**src/hw/rtl/biquad_coefficient_designer_macros.svh**
```systemverilog
// ----------------------------------------------------------------------------
// biquad coefficient designer assertion macros
// concurrent checks that vanish when the design is synthesized
// ----------------------------------------------------------------------------
`ifndef BIQUAD_COEFFICIENT_DESIGNER_MACROS_SVH
`define BIQUAD_COEFFICIENT_DESIGNER_MACROS_SVH

`ifndef SYNTHESIS
// antecedent implies consequent in the same cycle
`define BQCD_ASSERT_IMP(lbl, clk, rst_n, ante, cons) \
    lbl: assert property (@(posedge clk) disable iff (!rst_n) (ante) |-> (cons)) \
        else $error("bqcd check failed");
// antecedent implies consequent a fixed number of cycles later
`define BQCD_ASSERT_DLY(lbl, clk, rst_n, ante, dly, cons) \
    lbl: assert property (@(posedge clk) disable iff (!rst_n) (ante) |-> ##dly (cons)) \
        else $error("bqcd latency check failed");
`else
`define BQCD_ASSERT_IMP(lbl, clk, rst_n, ante, cons)
`define BQCD_ASSERT_DLY(lbl, clk, rst_n, ante, dly, cons)
`endif

`endif

```
**src/hw/rtl/bqcd_div_cell.sv**
```systemverilog
// ----------------------------------------------------------------------------
// bqcd_div_cell
// one restoring division step per cell, lanes share divisor and sideband
// ----------------------------------------------------------------------------
`default_nettype none

module bqcd_div_cell #(
    parameter int REM_W  = 16,
    parameter int N_W    = 32,
    parameter int LANES  = 1,
    parameter int SIDE_W = 1
) (
    input  logic                               clk,
    input  logic                               rst_n,
    input  logic                               in_valid,
    input  logic [REM_W-1:0]                   in_den,
    input  logic [LANES-1:0][REM_W+N_W-1:0]    in_acc,
    input  logic [SIDE_W-1:0]                  in_side,
    output logic                               out_valid,
    output logic [REM_W-1:0]                   out_den,
    output logic [LANES-1:0][REM_W+N_W-1:0]    out_acc,
    output logic [SIDE_W-1:0]                  out_side
);

    localparam int ACC_W = REM_W + N_W;

    logic                        valid_reg;
    logic [REM_W-1:0]            den_reg;
    logic [LANES-1:0][ACC_W-1:0] acc_reg;
    logic [LANES-1:0][ACC_W-1:0] acc_next;
    logic [SIDE_W-1:0]           side_reg;

    always_comb
    begin
        logic [REM_W+1:0] trial;
        for (int l = 0; l < LANES; l++)
        begin
            // shift in next dividend bit, subtract divisor if it fits
            trial = {1'b0, in_acc[l][ACC_W-1:N_W-1]} - {2'b00, in_den};
            if (!trial[REM_W+1])
            begin
                acc_next[l] = {trial[REM_W-1:0], in_acc[l][N_W-2:0], 1'b1};
            end
            else
            begin
                acc_next[l] = {in_acc[l][ACC_W-2:0], 1'b0};
            end
        end
    end

    always_ff @(posedge clk or negedge rst_n)
    begin
        if (!rst_n)
        begin
            valid_reg <= 1'b0;
        end
        else
        begin
            valid_reg <= in_valid;
        end
    end

    always_ff @(posedge clk)
    begin
        den_reg  <= in_den;
        acc_reg  <= acc_next;
        side_reg <= in_side;
    end

    assign out_valid = valid_reg;
    assign out_den   = den_reg;
    assign out_acc   = acc_reg;
    assign out_side  = side_reg;

endmodule

`default_nettype wire

```
**config.mk**
```make
export PLATFORM = sky130hd
export DESIGN_NAME = bqcd_div_cell
export DESIGN_NICKNAME = d
export VERILOG_FILES = /design/src/hw/rtl/biquad_coefficient_designer_macros.svh /design/src/hw/rtl/bqcd_div_cell.sv
export SDC_FILE = /design/constraint.sdc
export NUM_CORES = 1
export LEC_CHECK = 0
export BUFFER_PORTS_ARGS = -buffer_cell sky130_fd_sc_hd__buf_4
export CAP_MARGIN = 10
export CORE_MARGIN = 2
export CORE_UTILIZATION = 40
export CTS_CLUSTER_DIAMETER = 150
export DETAILED_ROUTE_END_ITERATION = 8
export MAX_ROUTING_LAYER = met4
export PLACE_DENSITY = 0.85
export SETUP_SLACK_MARGIN = 0.5
export SLEW_MARGIN = 40
export SYNTH_ARGS = -nofsm -noshare
export SYNTH_HDL_FRONTEND = slang
export SYNTH_SLANG_ARGS = --single-unit
export TNS_END_PERCENT = 10
```
**constraint.sdc**
```tcl
create_clock -name clk -period 1.2 [get_ports clk]
set_clock_uncertainty 0.1 [all_clocks]
set_input_delay 0.06 -clock clk [delete_from_list [all_inputs] [get_ports clk]]
set_output_delay 0.06 -clock clk [all_outputs]
set_load 0.005 [all_outputs]
```
==> reports/summary.txt <==
Die height - 80.40 um
Cells after synthesis - 191
Power Internal - 4.698 mW
Minimum clock period - 2077 ps
Comb power frac - 0.287
Share of cells above drive strength 1 - 0.6453
Fraction of the mapped netlist area in compound gates - 0.1463
VDD IR-drop max - 1061 uV
Largest family of logic cells by synthesized area - compound AO/OA/AOI/OAI gates
Post-Place Cells - 440
Mapped cell area - 2335 sq um
Net Sw Frac - 0.2916
Number of CTS-inserted buffers - 9
Adder-Cell Fraction of Synth Area - 0.09432
Crit start category - primary input
Worst Hold Class - in2reg
Final period util - 1.731
Vias per Instance - 5.587
Crit path capture - out_acc[42]$_DFF_P_
Post-synth top cells - dfxtp_1, inv_1, ha_1
DRT Pass-1 Iters - 4
DR DRC count - 0
Global route overflow - 0
Most numerous cell in the Yosys netlist - dfxtp_1
Fmax achieved - 0.4815 GHz
PD cells - 1333 nW/um^2
Routed vias - 2,844
Total track usage - 0.3356
Number of flops mapped to enable cells by yosys - 0
Area Growth Syn to Fin - 113.1%
Area leader, netlist - dfxtp_1
Tightest Pin Transition - 355.6 ps
Final count of negative-setup-slack endpoints - 17
Initial core utilization - 0.4189
CP endpoint kind - flip-flop
Post-route ant nets - 0
Synthesized flop and latch total - 66
CTS tree - built
Filler instances - 210
Cell row count - 27
CP Data Arrival Time - 2240 ps
Total core area - 5574 sq um
Antenna violations before repair - 0
Min setup slack post-route - -877.0 ps
Post-synthesis mux area share - 0.07824
DRT iter0 DRCs - 331
Worst Hold Slack - -261.7 ps
Die area - 6464 sq um
Synthesized area per cell - 12.22 sq um
Max-cap violations - 0
Worst Setup SP - in_acc[31]
Failing checks - negative hold slack, negative setup slack
Hold_sp - in_den[0]
Number of global-route vias before repair - 2,926
Number of diodes - 0
Ranking of synthesized cells by area - dfxtp_1, ha_1, mux2_4
Async set-reset flop share out of synthesis - 0.01515
Number of synthesis warnings - 0
Unrepaired setup endpoints after global routing - yes
H-tree depth - 3
WS Path Type - in2reg
Hold buffer count at cts - 49
Register area share after synthesis - 0.5681
Top cell type's share of synthesized area - 0.5573
Syn nets - 276
Seq pwr share - 0.379
Pin count of the biggest net entering global routing - 14
Root Driver - clkbuf_8
Leakage - 2.393 nW
Clock Path Buffers - 2
DP Wirelength - 4858 um
Worst-path clk slew - 90 ps
CP Max Fanout - 3
Status - finished with violations
Rel. slew slack - 0.7630
Unique masters post-synth - 40
Pins over their slew limit - 0
Pwr Total - 6.632 mW
Clock sinks - 66
Ports - 134
Crit path required time - 1360 ps
Global-route wire length before repair - 15,280 um
GPL Wtd Cong - 0.8082
Final nets - 517
Post-Synth XOR/XNOR Area - 0.03751
Synth Area in Simple Gates - 0.03751
Final Hold Fails - 17
DRT Wirelength - 12,760 um
Die Width - 80.40 um
Wire per inst - 25.07 um
Ys flop type - dfxtp_1
Port Buffer Count - 133
Clock network fraction of total power - 0.334
Switching power - 1.934 mW
Non-filler cells, final - 509
## worst min path at each step
stage / cells past startpoint / slack, ps / end
after floorplan: 0 / -340 / out_valid$_DFF_PN0_
after global placement: 1 / -260 / out_valid$_DFF_PN0_
after detailed placement: 1 / -260 / out_valid$_DFF_PN0_
after CTS: 1 / -270 / out_den[0]$_DFF_P_
after global routing: 1 / -270 / out_den[0]$_DFF_P_
final: 1 / -260 / out_den[0]$_DFF_P_
## routing by layer
layer  up-vias  GRT usage  share of wire
met5         -          -              0
met4         0     0.2339          0.086
met3       115    0.09663          0.097
met2       278     0.5942           0.50
met1      1302     0.3091           0.31
li1       1149          -              -
## per-stage QoR
stage	instance area (sq um)	setup WS, ps	util	TNS, ps
finish	4976	-877.0	0.8927	-13060
detailed placement	3825	-1159	0.6862	-18020
global placement	3825	-1088	0.6862	-17470
CTS	4786	-660.4	0.8586	-9740
floorplan	2405	-969.5	-	-14770
global route	4976	-880.3	0.8927	-13820
## sequential cells by signal, summed over array words and instances (netlist names)
signal	cells
out_acc	48
out_den	16
out_side	1
out_valid	1
## critical path, cell delays in order
cell and delay [ps]:
buf_6 100, inv_4 60, ha_4 140, inv_2 40
fa_2 380, a211oi_2 240, nor2_2 100, o31ai_4 320
o2bb2ai_4 190, o21bai_1 140, xor2_1 170, mux2_4 280
## power by group through the flow
stage / Combinational (mW) / Clock, mW / Sequential, mW
final: 1.90 / 2.22 / 2.51
after detailed placement: 1.32 / 0 / 2.50
after CTS: 1.60 / 2.11 / 2.47
after global routing: 1.96 / 2.30 / 2.52
after floorplan: 0.535 / 0 / 2.52
after global placement: 1.28 / 0 / 2.49
## repair_timing
| action | 4_1_cts | 5_1_grt |
|---|---|---|
| pin swaps | 17 | 7 |
| gates resized for setup | 60 | 64 |
| setup buffers | 2 | 2 |
| setup endpoints to repair | 83 | 83 |
| endpoints found under the hold margin | 66 | 18 |
## kinds of logic after synthesis
group           after synthesis
simple gates                 20
buf+inv                      21
xor+xnor                     10
mux                          14
compound gates               43
flops                        66
fa+ha+maj                    17
## layout by cell type (no fill, tap or decap), types with 6 or more instances in the layout
| cell | synthesis | layout |
|---|---|---|
| buf_4 | 0 | 131 |
| buf_6 | 1 | 52 |
| dlygate4sd3_1 | 0 | 49 |
| dfxtp_2 | 0 | 39 |
| dfxtp_1 | 65 | 26 |
| inv_1 | 18 | 14 |
| mux2_4 | 7 | 13 |
| ha_1 | 16 | 11 |
| clkbuf_8 | 0 | 9 |
| nand2_1 | 6 | 6 |
| a21oi_1 | 7 | 6 |
## cell type report
type	instances	area, sq um	share of cell area
multi-input combinational	104	1117	0.2245
sequential	66	1375	0.2763
inverter	18	88.84	0.01785
clock buffer	9	123.9	0.02489
timing repair buffer	233	2079	0.4179
clock inverter	7	101.3	0.02037
tap	72	90.09	0.01810
Note: power is estimated with default switching activity, not from simulation.
