$ cat src/hw/rtl/biquad_coefficient_designer_macros.svh
// ----------------------------------------------------------------------------
// biquad coefficient designer assertion macros
// concurrent checks that vanish when the design is synthesized
// ----------------------------------------------------------------------------
`ifndef BIQUAD_COEFFICIENT_DESIGNER_MACROS_SVH
`define BIQUAD_COEFFICIENT_DESIGNER_MACROS_SVH

`ifndef SYNTHESIS
// antecedent implies consequent in the same cycle
`define BQCD_ASSERT_IMP(lbl, clk, rst_n, ante, cons) \
    lbl: assert property (@(posedge clk) disable iff (!rst_n) (ante) |-> (cons)) \
        else $error("bqcd check failed");
// antecedent implies consequent a fixed number of cycles later
`define BQCD_ASSERT_DLY(lbl, clk, rst_n, ante, dly, cons) \
    lbl: assert property (@(posedge clk) disable iff (!rst_n) (ante) |-> ##dly (cons)) \
        else $error("bqcd latency check failed");
`else
`define BQCD_ASSERT_IMP(lbl, clk, rst_n, ante, cons)
`define BQCD_ASSERT_DLY(lbl, clk, rst_n, ante, dly, cons)
`endif

`endif

$ cat src/hw/rtl/bqcd_pkg.sv
// ----------------------------------------------------------------------------
// bqcd_pkg
// shared widths, constants, payload types and the cordic angle table
// ----------------------------------------------------------------------------
`default_nettype none

package bqcd_pkg;

    localparam int COEF_FRAC_BITS_DEF = 29;
    localparam int CORDIC_STEPS_DEF   = 24;

    localparam int SR_W     = 18;
    localparam int FC_W     = 17;
    localparam int QUAL_W   = 16;
    localparam int COEF_W   = 32;
    localparam int PHASE_W  = 32;
    localparam int CORDIC_W = 34;
    localparam int NUM_W    = 36;
    localparam int MAG_W    = 35;

    localparam logic [SR_W-1:0]            SR_RESET    = 18'd48000;
    localparam logic [QUAL_W-1:0]          MIN_QUALITY = 16'd410;
    localparam logic signed [CORDIC_W-1:0] CORDIC_GAIN = 34'sd652032874;
    localparam logic signed [NUM_W-1:0]    ONE_Q30     = 36'sd1073741824;

    localparam logic CMD_LOWPASS  = 1'b0;
    localparam logic CMD_HIGHPASS = 1'b1;

    typedef struct packed {
        logic              command;
        logic [FC_W-1:0]   cutoff_hz;
        logic [QUAL_W-1:0] quality;
    } cmd_t;

    typedef struct packed {
        logic signed [COEF_W-1:0] coef_b0;
        logic signed [COEF_W-1:0] coef_b1;
        logic signed [COEF_W-1:0] coef_b2;
        logic signed [COEF_W-1:0] coef_a1;
        logic signed [COEF_W-1:0] coef_a2;
    } coef_t;

    // atan(2^-i) in turns, q0.32
    function automatic logic [PHASE_W-1:0] atan_turn(input int idx);
        logic [PHASE_W-1:0] v;
        case (idx)
            0:       v = 32'd536870912;
            1:       v = 32'd316933406;
            2:       v = 32'd167458907;
            3:       v = 32'd85004756;
            4:       v = 32'd42667331;
            5:       v = 32'd21354465;
            6:       v = 32'd10679838;
            7:       v = 32'd5340245;
            8:       v = 32'd2670163;
            9:       v = 32'd1335087;
            10:      v = 32'd667544;
            11:      v = 32'd333772;
            12:      v = 32'd166886;
            13:      v = 32'd83443;
            14:      v = 32'd41722;
            15:      v = 32'd20861;
            16:      v = 32'd10430;
            17:      v = 32'd5215;
            18:      v = 32'd2608;
            19:      v = 32'd1304;
            20:      v = 32'd652;
            21:      v = 32'd326;
            22:      v = 32'd163;
            23:      v = 32'd81;
            24:      v = 32'd41;
            25:      v = 32'd20;
            26:      v = 32'd10;
            27:      v = 32'd5;
            28:      v = 32'd3;
            29:      v = 32'd1;
            30:      v = 32'd1;
            default: v = 32'd0;
        endcase
        return v;
    endfunction

endpackage

`default_nettype wire

$ cat src/hw/rtl/bqcd_cordic_cell.sv
// ----------------------------------------------------------------------------
// bqcd_cordic_cell
// one rotation-mode cordic micro-rotation, fixed step index
// ----------------------------------------------------------------------------
`default_nettype none

module bqcd_cordic_cell #(
    parameter int STEP   = 0,
    parameter int SIDE_W = 1
) (
    input  logic                                  clk,
    input  logic                                  rst_n,
    input  logic                                  in_valid,
    input  logic signed [bqcd_pkg::CORDIC_W-1:0]  in_x,
    input  logic signed [bqcd_pkg::CORDIC_W-1:0]  in_y,
    input  logic signed [bqcd_pkg::CORDIC_W-1:0]  in_z,
    input  logic [SIDE_W-1:0]                     in_side,
    output logic                                  out_valid,
    output logic signed [bqcd_pkg::CORDIC_W-1:0]  out_x,
    output logic signed [bqcd_pkg::CORDIC_W-1:0]  out_y,
    output logic signed [bqcd_pkg::CORDIC_W-1:0]  out_z,
    output logic [SIDE_W-1:0]                     out_side
);

    import bqcd_pkg::*;

    localparam logic signed [CORDIC_W-1:0] ANGLE =
        $signed({{(CORDIC_W-PHASE_W){1'b0}}, atan_turn(STEP)});

    logic                       valid_reg;
    logic signed [CORDIC_W-1:0] x_reg, y_reg, z_reg;
    logic signed [CORDIC_W-1:0] x_next, y_next, z_next;
    logic [SIDE_W-1:0]          side_reg;
    logic signed [CORDIC_W-1:0] dx, dy;

    assign dx = in_x >>> STEP;
    assign dy = in_y >>> STEP;

    always_comb
    begin
        if (!in_z[CORDIC_W-1])
        begin
            x_next = in_x - dy;
            y_next = in_y + dx;
            z_next = in_z - ANGLE;
        end
        else
        begin
            x_next = in_x + dy;
            y_next = in_y - dx;
            z_next = in_z + ANGLE;
        end
    end

    always_ff @(posedge clk or negedge rst_n)
    begin
        if (!rst_n)
        begin
            valid_reg <= 1'b0;
        end
        else
        begin
            valid_reg <= in_valid;
        end
    end

    always_ff @(posedge clk)
    begin
        x_reg    <= x_next;
        y_reg    <= y_next;
        z_reg    <= z_next;
        side_reg <= in_side;
    end

    assign out_valid = valid_reg;
    assign out_x     = x_reg;
    assign out_y     = y_reg;
    assign out_z     = z_reg;
    assign out_side  = side_reg;

endmodule

`default_nettype wire

$ cat config.mk
export PLATFORM = sky130hd
export DESIGN_NAME = bqcd_cordic_cell
export DESIGN_NICKNAME = d
export VERILOG_FILES = /design/src/hw/rtl/biquad_coefficient_designer_macros.svh /design/src/hw/rtl/bqcd_pkg.sv /design/src/hw/rtl/bqcd_cordic_cell.sv
export SDC_FILE = /design/constraint.sdc
export NUM_CORES = 1
export LEC_CHECK = 0
export BUFFER_PORTS_ARGS = -buffer_cell sky130_fd_sc_hd__buf_2
export CORE_ASPECT_RATIO = 1.4
export CORE_MARGIN = 5
export CORE_UTILIZATION = 50
export DETAILED_ROUTE_END_ITERATION = 10
export HOLD_SLACK_MARGIN = 0.06
export PLACE_DENSITY = 0.89
export REMOVE_ABC_BUFFERS = 1
export SYNTH_ARGS = -nofsm -noshare
export SYNTH_HDL_FRONTEND = slang
export SYNTH_SLANG_ARGS = --single-unit
$ cat constraint.sdc
create_clock -name clk -period 1.05 [get_ports clk]
set_clock_uncertainty 0.15 [all_clocks]
set_input_delay 0.0525 -clock clk [delete_from_list [all_inputs] [get_ports clk]]
set_output_delay 0.0525 -clock clk [all_outputs]
set_load 0.1 [all_outputs]
==> impl_metrics.py, run 1 <==
metrics = {
    "clock_network": {
        "ctsHtreeMaxLevel": 3,
        "cts_inserted_buffers": 9,
        "clock-sinks": 103,
        "cts.path.max_buffers": 2,
        "cts-root-buf": "clkbuf_16",
    },
    "floorplan": {
        "initial_core_util": 0.504,
        "die_x_um": 115,
        "fp.dieH_um": 158,
        "ios": 210,
        "rows": 54,
    },
    "grt": {
        "first_global_vias": 15684,
        "pin_count_of_the_biggest_net_entering_global_routing": 24,
        "grt_util_all_layers": 0.840,
        "grt_pass1_wl_um": 115000,
        "grt_remaining_overflow": 486,
    },
    "yosys": {
        "synth_enable_flop_cells": 0,
        "syn-cell-area_sq_um": 7770,
        "yosys.area_share.xor_xnor": 0.0755,
        "post-synth-top-area-fraction": 0.263,
        "synth_area_leader_cell": "dfxtp_1",
        "synth_cell_types": 71,
        "post_synth_main_area_contributors": "dfxtp_1, ha_1, a21oi_1",
        "adder_cell_share_of_the_synthesized_area": 0.176,
        "synth_ff_type": "dfxtp_1",
        "synth_compound_gate_area_share": 0.271,
        "postSynthCellCount": 956,
        "synth_top_family_by_area": "compound AO/OA/AOI/OAI gates",
        "synth_mux_area_frac": 0.0206,
        "ys_ff_latch": 103,
        "synthesis.area_per_instance_sq_um": 8.13,
        "post_synth_and_or_nand_nor_area_fraction": 0.116,
        "yosys_warnings": 0,
        "ys_seq_area_frac": 0.266,
        "synth-async-reset-ratio": 0.00971,
    },
    "outcome": {
        "outcome": "aborted with a tool error",
        "toolErrorMsg": "[ERROR GRT-0116] Global routing finished with congestion. Check the congestion regions in the DRC Viewer.",
        "stop_stage": "global routing",
    },
    "placed_design": {
        "port_buffers": 209,
        "pre_cts_slack_ns": -2.16,
        "routabilityCongestion": 1.09,
        "place_hpwl_um": 31500,
    },
}
## per-layer routing
| layer | overflow | GRT usage |
|---|---|---|
| met4 | 165 | 0.865 |
| met2 | 310 | 1.00 |
| met1 | 4 | 0.814 |
| met3 | 4 | 0.695 |
| met5 | 3 | 0.408 |
## synth_stat cells, types with 9 or more instances
| library cell | instances |
|---|---|
| nand3_1 | 14 |
| buf_2 | 10 |
| o21bai_1 | 24 |
| nand2b_1 | 13 |
| a31oi_1 | 11 |
| xnor2_1 | 59 |
| inv_1 | 97 |
| a21oi_1 | 125 |
| clkbuf_1 | 33 |
| mux2i_1 | 16 |
| o21ai_0 | 44 |
| o31ai_1 | 9 |
| nor3_1 | 11 |
| dfxtp_1 | 102 |
| a211oi_1 | 14 |
| ha_1 | 103 |
| nor2_1 | 68 |
| o21ai_1 | 9 |
| nand2_1 | 44 |
| a21o_1 | 19 |
| nor2b_1 | 10 |
## what timing repair did
action | CTS
pin swaps | 113
setup endpoints to repair | 172
hold buffers | 37
hold endpoints to repair | 50
resized for setup | 376
buffers inserted | 41
## metrics by stage
step	setup TNS, ns	cell area (sq um)	std cells
CTS	-81.26	15000	1714
detailed placement	-106.63	12800	1625
global placement	-94.88	12800	1625
floorplan	-88.40	7580	911
## logic make-up after synthesis
group / count (synthesis)
DFF: 103
muxes: 16
adders and majority gates: 107
AOI/OAI and AO/OA: 323
and+or+nand+nor: 191
xor gates and xnor gates: 67
buffers and inverters: 149
==> inputs of run 2 (changes only) <==
CORE_ASPECT_RATIO = default   (was 1.4)
CORE_UTILIZATION = 35   (was 50)
HOLD_SLACK_MARGIN = default   (was 0.06)
PLACE_DENSITY = default   (was 0.89)
PLACE_DENSITY_LB_ADDON = 0.15   (was default)
==> impl_metrics.py, run 2 <==
metrics = {
    "hold_path": {
        "hold_path_class": "in2reg",
        "min_to": "out_z[30]",
        "worst_hold_stages": 2,
        "hold_path.startpoint": "in_z[30]",
    },
    "grt": {
        "grt_antenna_before_repair": 1,
        "first_global_vias": 9667,
        "pin_count_of_the_biggest_net_entering_global_routing": 24,
        "grt_util_all_layers": 0.245,
        "grt_remaining_overflow": 0,
        "grt_pass1_wl_um": 51200,
    },
    "power_and_ir_drop": {
        "pwr-share-seq": 0.224,
        "p_per_cell_area_nw_per_um2": 1530,
        "swShare": 0.474,
        "design_power_total_mw": 24.2,
        "switchingPower_mw": 11.5,
        "combinationalPowerShare": 0.631,
        "total_leakage_power_nw": 7.38,
        "p_int_mw": 12.7,
        "max-vdd-ir-drop_uv": 1140,
        "share_clk_of_total_power": 0.145,
    },
    "routing": {
        "avgRoutedWirePerCell_um": 18.2,
        "wl_um": 33500,
        "routed-via-count": 9533,
        "ant_nets": 0,
        "post-route-drc-count": 0,
        "detailedRoute.firstPassIterationCount": 5,
        "vias_per_cell": 5.18,
        "first_iter_violations": 801,
    },
    "floorplan": {
        "die_area_sq_um": 25300,
        "ios": 210,
        "fp.dieH_um": 159,
        "coreArea_sq_um": 21800,
        "initial_core_util": 0.356,
        "rows": 54,
        "die_x_um": 159,
    },
    "yosys": {
        "post-synth-top-count-cell": "a21oi_1",
        "synth_commonest_cells": "a21oi_1, ha_1, dfxtp_1",
        "ys_seq_area_frac": 0.266,
        "syn-cell-area_sq_um": 7770,
        "post-synth-top-area-fraction": 0.263,
        "synth_area_leader_cell": "dfxtp_1",
        "post_synth_main_area_contributors": "dfxtp_1, ha_1, a21oi_1",
        "yosys.area_share.xor_xnor": 0.0755,
        "synth_enable_flop_cells": 0,
        "postSynthCellCount": 956,
        "adder_cell_share_of_the_synthesized_area": 0.176,
        "yosys_warnings": 0,
        "synth_compound_gate_area_share": 0.271,
        "synth_mux_area_frac": 0.0206,
        "synthesis.area_per_instance_sq_um": 8.13,
        "synth-async-reset-ratio": 0.00971,
        "post_synth_and_or_nand_nor_area_fraction": 0.116,
        "ys_ff_latch": 103,
        "synth_cell_types": 71,
        "synth_ff_type": "dfxtp_1",
        "synth_top_family_by_area": "compound AO/OA/AOI/OAI gates",
    },
    "cells_and_area": {
        "finish.net_count": 1768,
        "fraction_of_final_layout_cells_with_drive_strength_greater_than_1": 0.591,
        "areaGrowthSynthToFinish_pct": 104,
        "nFillCells": 1580,
        "final-seq-area_sq_um": 2200,
        "mostFrequentLayoutCell": "buf_4",
        "multiInputGateArea_sq_um": 6350,
        "layout_common_cells": "buf_4, buf_12, dfxtp_2",
        "utilization": 0.726,
    },
    "timing": {
        "report.final.slew_viol_count": 0,
        "finalHoldViolCount": 4,
        "worst_slew_pin_slew_ns": 0.579,
        "relSlewSlack": 0.604,
        "min_period_over_period": 2.36,
        "setup_violations": 165,
        "fmax_mhz": 403,
        "rsz0062_at_grt": "yes",
        "worst_hold_slack_ns": -0.182,
        "finalWorstSetupSlack_ns": -1.43,
        "finalCriticalPeriod_ns": 2.48,
    },
    "setup_path": {
        "worstPathBufferInverterCount": 1,
        "critPathKind": "in2reg",
        "crit_arrival_ns": 2.59,
        "slowest_delay_ns": 0.37,
        "top_delay_family_on_crit_path": "compound AO/OA/AOI/OAI gates",
        "timing.critical_path.required_ns": 1.16,
        "critical_path.startpoint": "in_y[8]",
        "cp_cell_sequence": "buf_6, ha_4, or3_4, or3_4, o211ai_4, nand3_4, a311oi_4, a41oi_2, o41ai_2, a31oi_1, xnor2_1",
        "critPathSlowestCell": "or3_4",
        "crit_path_frequent_cell": "or3_4",
        "path_max_fanout": 3,
        "start_kind": "primary input",
        "crit_path_end_kind": "flip-flop",
    },
    "clock_network": {
        "ctsHtreeMaxLevel": 3,
        "cts-root-buf": "clkbuf_16",
        "hold_bufs_inserted_after_cts": 38,
        "cts_inserted_buffers": 9,
        "clock-sinks": 103,
        "clkTransAtPathRegs_ns": 0.08,
        "cts.path.max_buffers": 2,
        "cts_tree": "done",
    },
    "outcome": {
        "outcome": "finished with violations",
        "failing_checks": "hold timing, setup timing",
    },
    "job": {
        "max_cap_violations": 0,
    },
    "placed_design": {
        "routabilityCongestion": 0.987,
        "place_hpwl_um": 24000,
        "port_buffers": 209,
    },
}
==> run 2: area by class of cell <==
class / count / share of cell area
flip-flops and latches: 103 / 0.139
clock buffers: 9 / 0.0142
inverters: 104 / 0.0262
diodes: 1 / 0.000158
well taps: 280 / 0.0221
clock inverters: 7 / 0.00418
multi-input cells: 704 / 0.401
repair buffers: 633 / 0.394
==> run 2: cell families after synthesis <==
group / count (synthesis)
flops: 103
buf+inv: 149
simple gates: 191
mux: 16
fa+ha+maj: 107
compound gates: 323
xor+xnor: 67
==> run 2: worst max path at each step <==
stage,to,depth (start not counted)
2_1_floorplan,out_y[30],11
3_3_place_gp,out_x[31],15
3_5_place_dp,out_x[33],12
4_1_cts,out_y[30],11
5_1_grt,out_x[28],12
6_report,out_y[30],11
==> run 2: per-layer routing <==
layer,wire length [um],GRT usage
met4,1030,0.0682
met1,13900,0.325
met2,16300,0.408
met5,0,0
met3,2280,0.0450
==> run 2: per-stage QoR <==
| step | setup WS [ns] | TNS (ns) | instances | cell area [sq um] | hold slack, ns |
|---|---|---|---|---|---|
| floorplan | -1.80 | -88.40 | 911 | 7580 | -0.393 |
| global placement | -1.93 | -100.10 | 1729 | 13000 | -0.322 |
| detailed placement | -1.97 | -101.27 | 1729 | 13000 | -0.318 |
| CTS | -1.37 | -69.46 | 1815 | 15300 | -0.191 |
| global route | -1.49 | -78.83 | 1841 | 15900 | -0.168 |
| finish | -1.43 | -72.43 | 1841 | 15900 | -0.182 |
==> run 2: timing repair <==
action / 4_1_cts / 5_1_grt
pin swaps: 115 / 86
buffers inserted: 36 / 31
gates resized for setup: 374 / 93
endpoints found under the hold margin: 40 / 3
setup endpoints to repair: 168 / 170
==> run 2: power by group through the flow <==
stage               Clock (mW)  Sequential, mW  Combinational [mW]
floorplan                    0            10.1                2.62
global placement             0            5.35                13.4
detailed placement           0            5.35                13.5
CTS                       3.59            5.43                14.7
global route              3.77            5.51                15.9
finish                    3.51            5.43                15.3
Note: power is estimated with default switching activity, not from simulation.
==> inputs of run 3 (changes only) <==
CELL_PAD_IN_SITES_DETAIL_PLACEMENT = 1   (was default)
CELL_PAD_IN_SITES_GLOBAL_PLACEMENT = 1   (was default)
==> impl_metrics.py, run 3 <==
metrics = {
    "yosys": {
        "synth_cell_types": 71,
        "synth_enable_flop_cells": 0,
        "syn-cell-area_sq_um": 7770,
        "synth_ff_type": "dfxtp_1",
        "synth_top_family_by_area": "compound AO/OA/AOI/OAI gates",
        "yosys.area_share.xor_xnor": 0.0755,
        "ys_ff_latch": 103,
        "synth_commonest_cells": "a21oi_1, ha_1, dfxtp_1",
        "synthesis.area_per_instance_sq_um": 8.13,
        "synth_area_leader_cell": "dfxtp_1",
        "post-synth-top-area-fraction": 0.263,
        "ys_seq_area_frac": 0.266,
        "yosys_warnings": 0,
        "adder_cell_share_of_the_synthesized_area": 0.176,
        "synth_compound_gate_area_share": 0.271,
        "post-synth-top-count-cell": "a21oi_1",
        "synth-async-reset-ratio": 0.00971,
        "post_synth_main_area_contributors": "dfxtp_1, ha_1, a21oi_1",
        "synth_mux_area_frac": 0.0206,
        "post_synth_and_or_nand_nor_area_fraction": 0.116,
        "postSynthCellCount": 956,
    },
    "placed_design": {
        "place_hpwl_um": 27900,
        "routabilityCongestion": 0.918,
        "port_buffers": 209,
    },
    "outcome": {
        "outcome": "aborted with a tool error",
        "toolErrorMsg": "[ERROR GRT-0232] Routing congestion too high. Check the congestion heatmap in the GUI.",
        "stop_stage": "global routing",
    },
    "floorplan": {
        "initial_core_util": 0.356,
        "ios": 210,
        "rows": 54,
        "die_x_um": 159,
        "fp.dieH_um": 159,
    },
    "clock_network": {
        "clock-sinks": 103,
        "cts_inserted_buffers": 9,
        "cts-root-buf": "clkbuf_16",
        "cts.path.max_buffers": 2,
        "ctsHtreeMaxLevel": 3,
    },
    "grt": {
        "grt_remaining_overflow": 433,
        "grt_util_all_layers": 0.780,
        "pin_count_of_the_biggest_net_entering_global_routing": 22,
        "grt_antenna_before_repair": 6,
    },
    "timing": {
        "worstEndpointType": "sequential cell input",
        "crit_endpoint": "out_x[26]$_DFF_P_/D",
    },
}
run 3: per-layer routing:
layer  track usage  overflow
met4         0.837       162
met2         0.947       270
met5         0.165         0
met3         0.619         1
met1         0.769         0
run 3: cells by family after synthesis:
kind of cell	count (synthesis)
DFF	103
muxes	16
xor gates and xnor gates	67
AOI/OAI and AO/OA	323
buffers and inverters	149
and+or+nand+nor	191
adders and majority gates	107
run 3: stage by stage:
stage	setup TNS [ns]	worst slack, ns	cells	cell area, sq um	util
CTS	-73.92	-1.52	1814	15200	0.697
detailed placement	-105.96	-2.07	1728	13000	0.597
global placement	-101.06	-2.06	1728	13000	0.597
floorplan	-88.40	-1.80	911	7580	-
run 3: what timing repair did:
item                                   in CTS
setup endpoints to repair                 171
setup buffers                              35
endpoints found under the hold margin      42
gates resized for setup                   359
hold buffers                               38
pin swaps                                 110
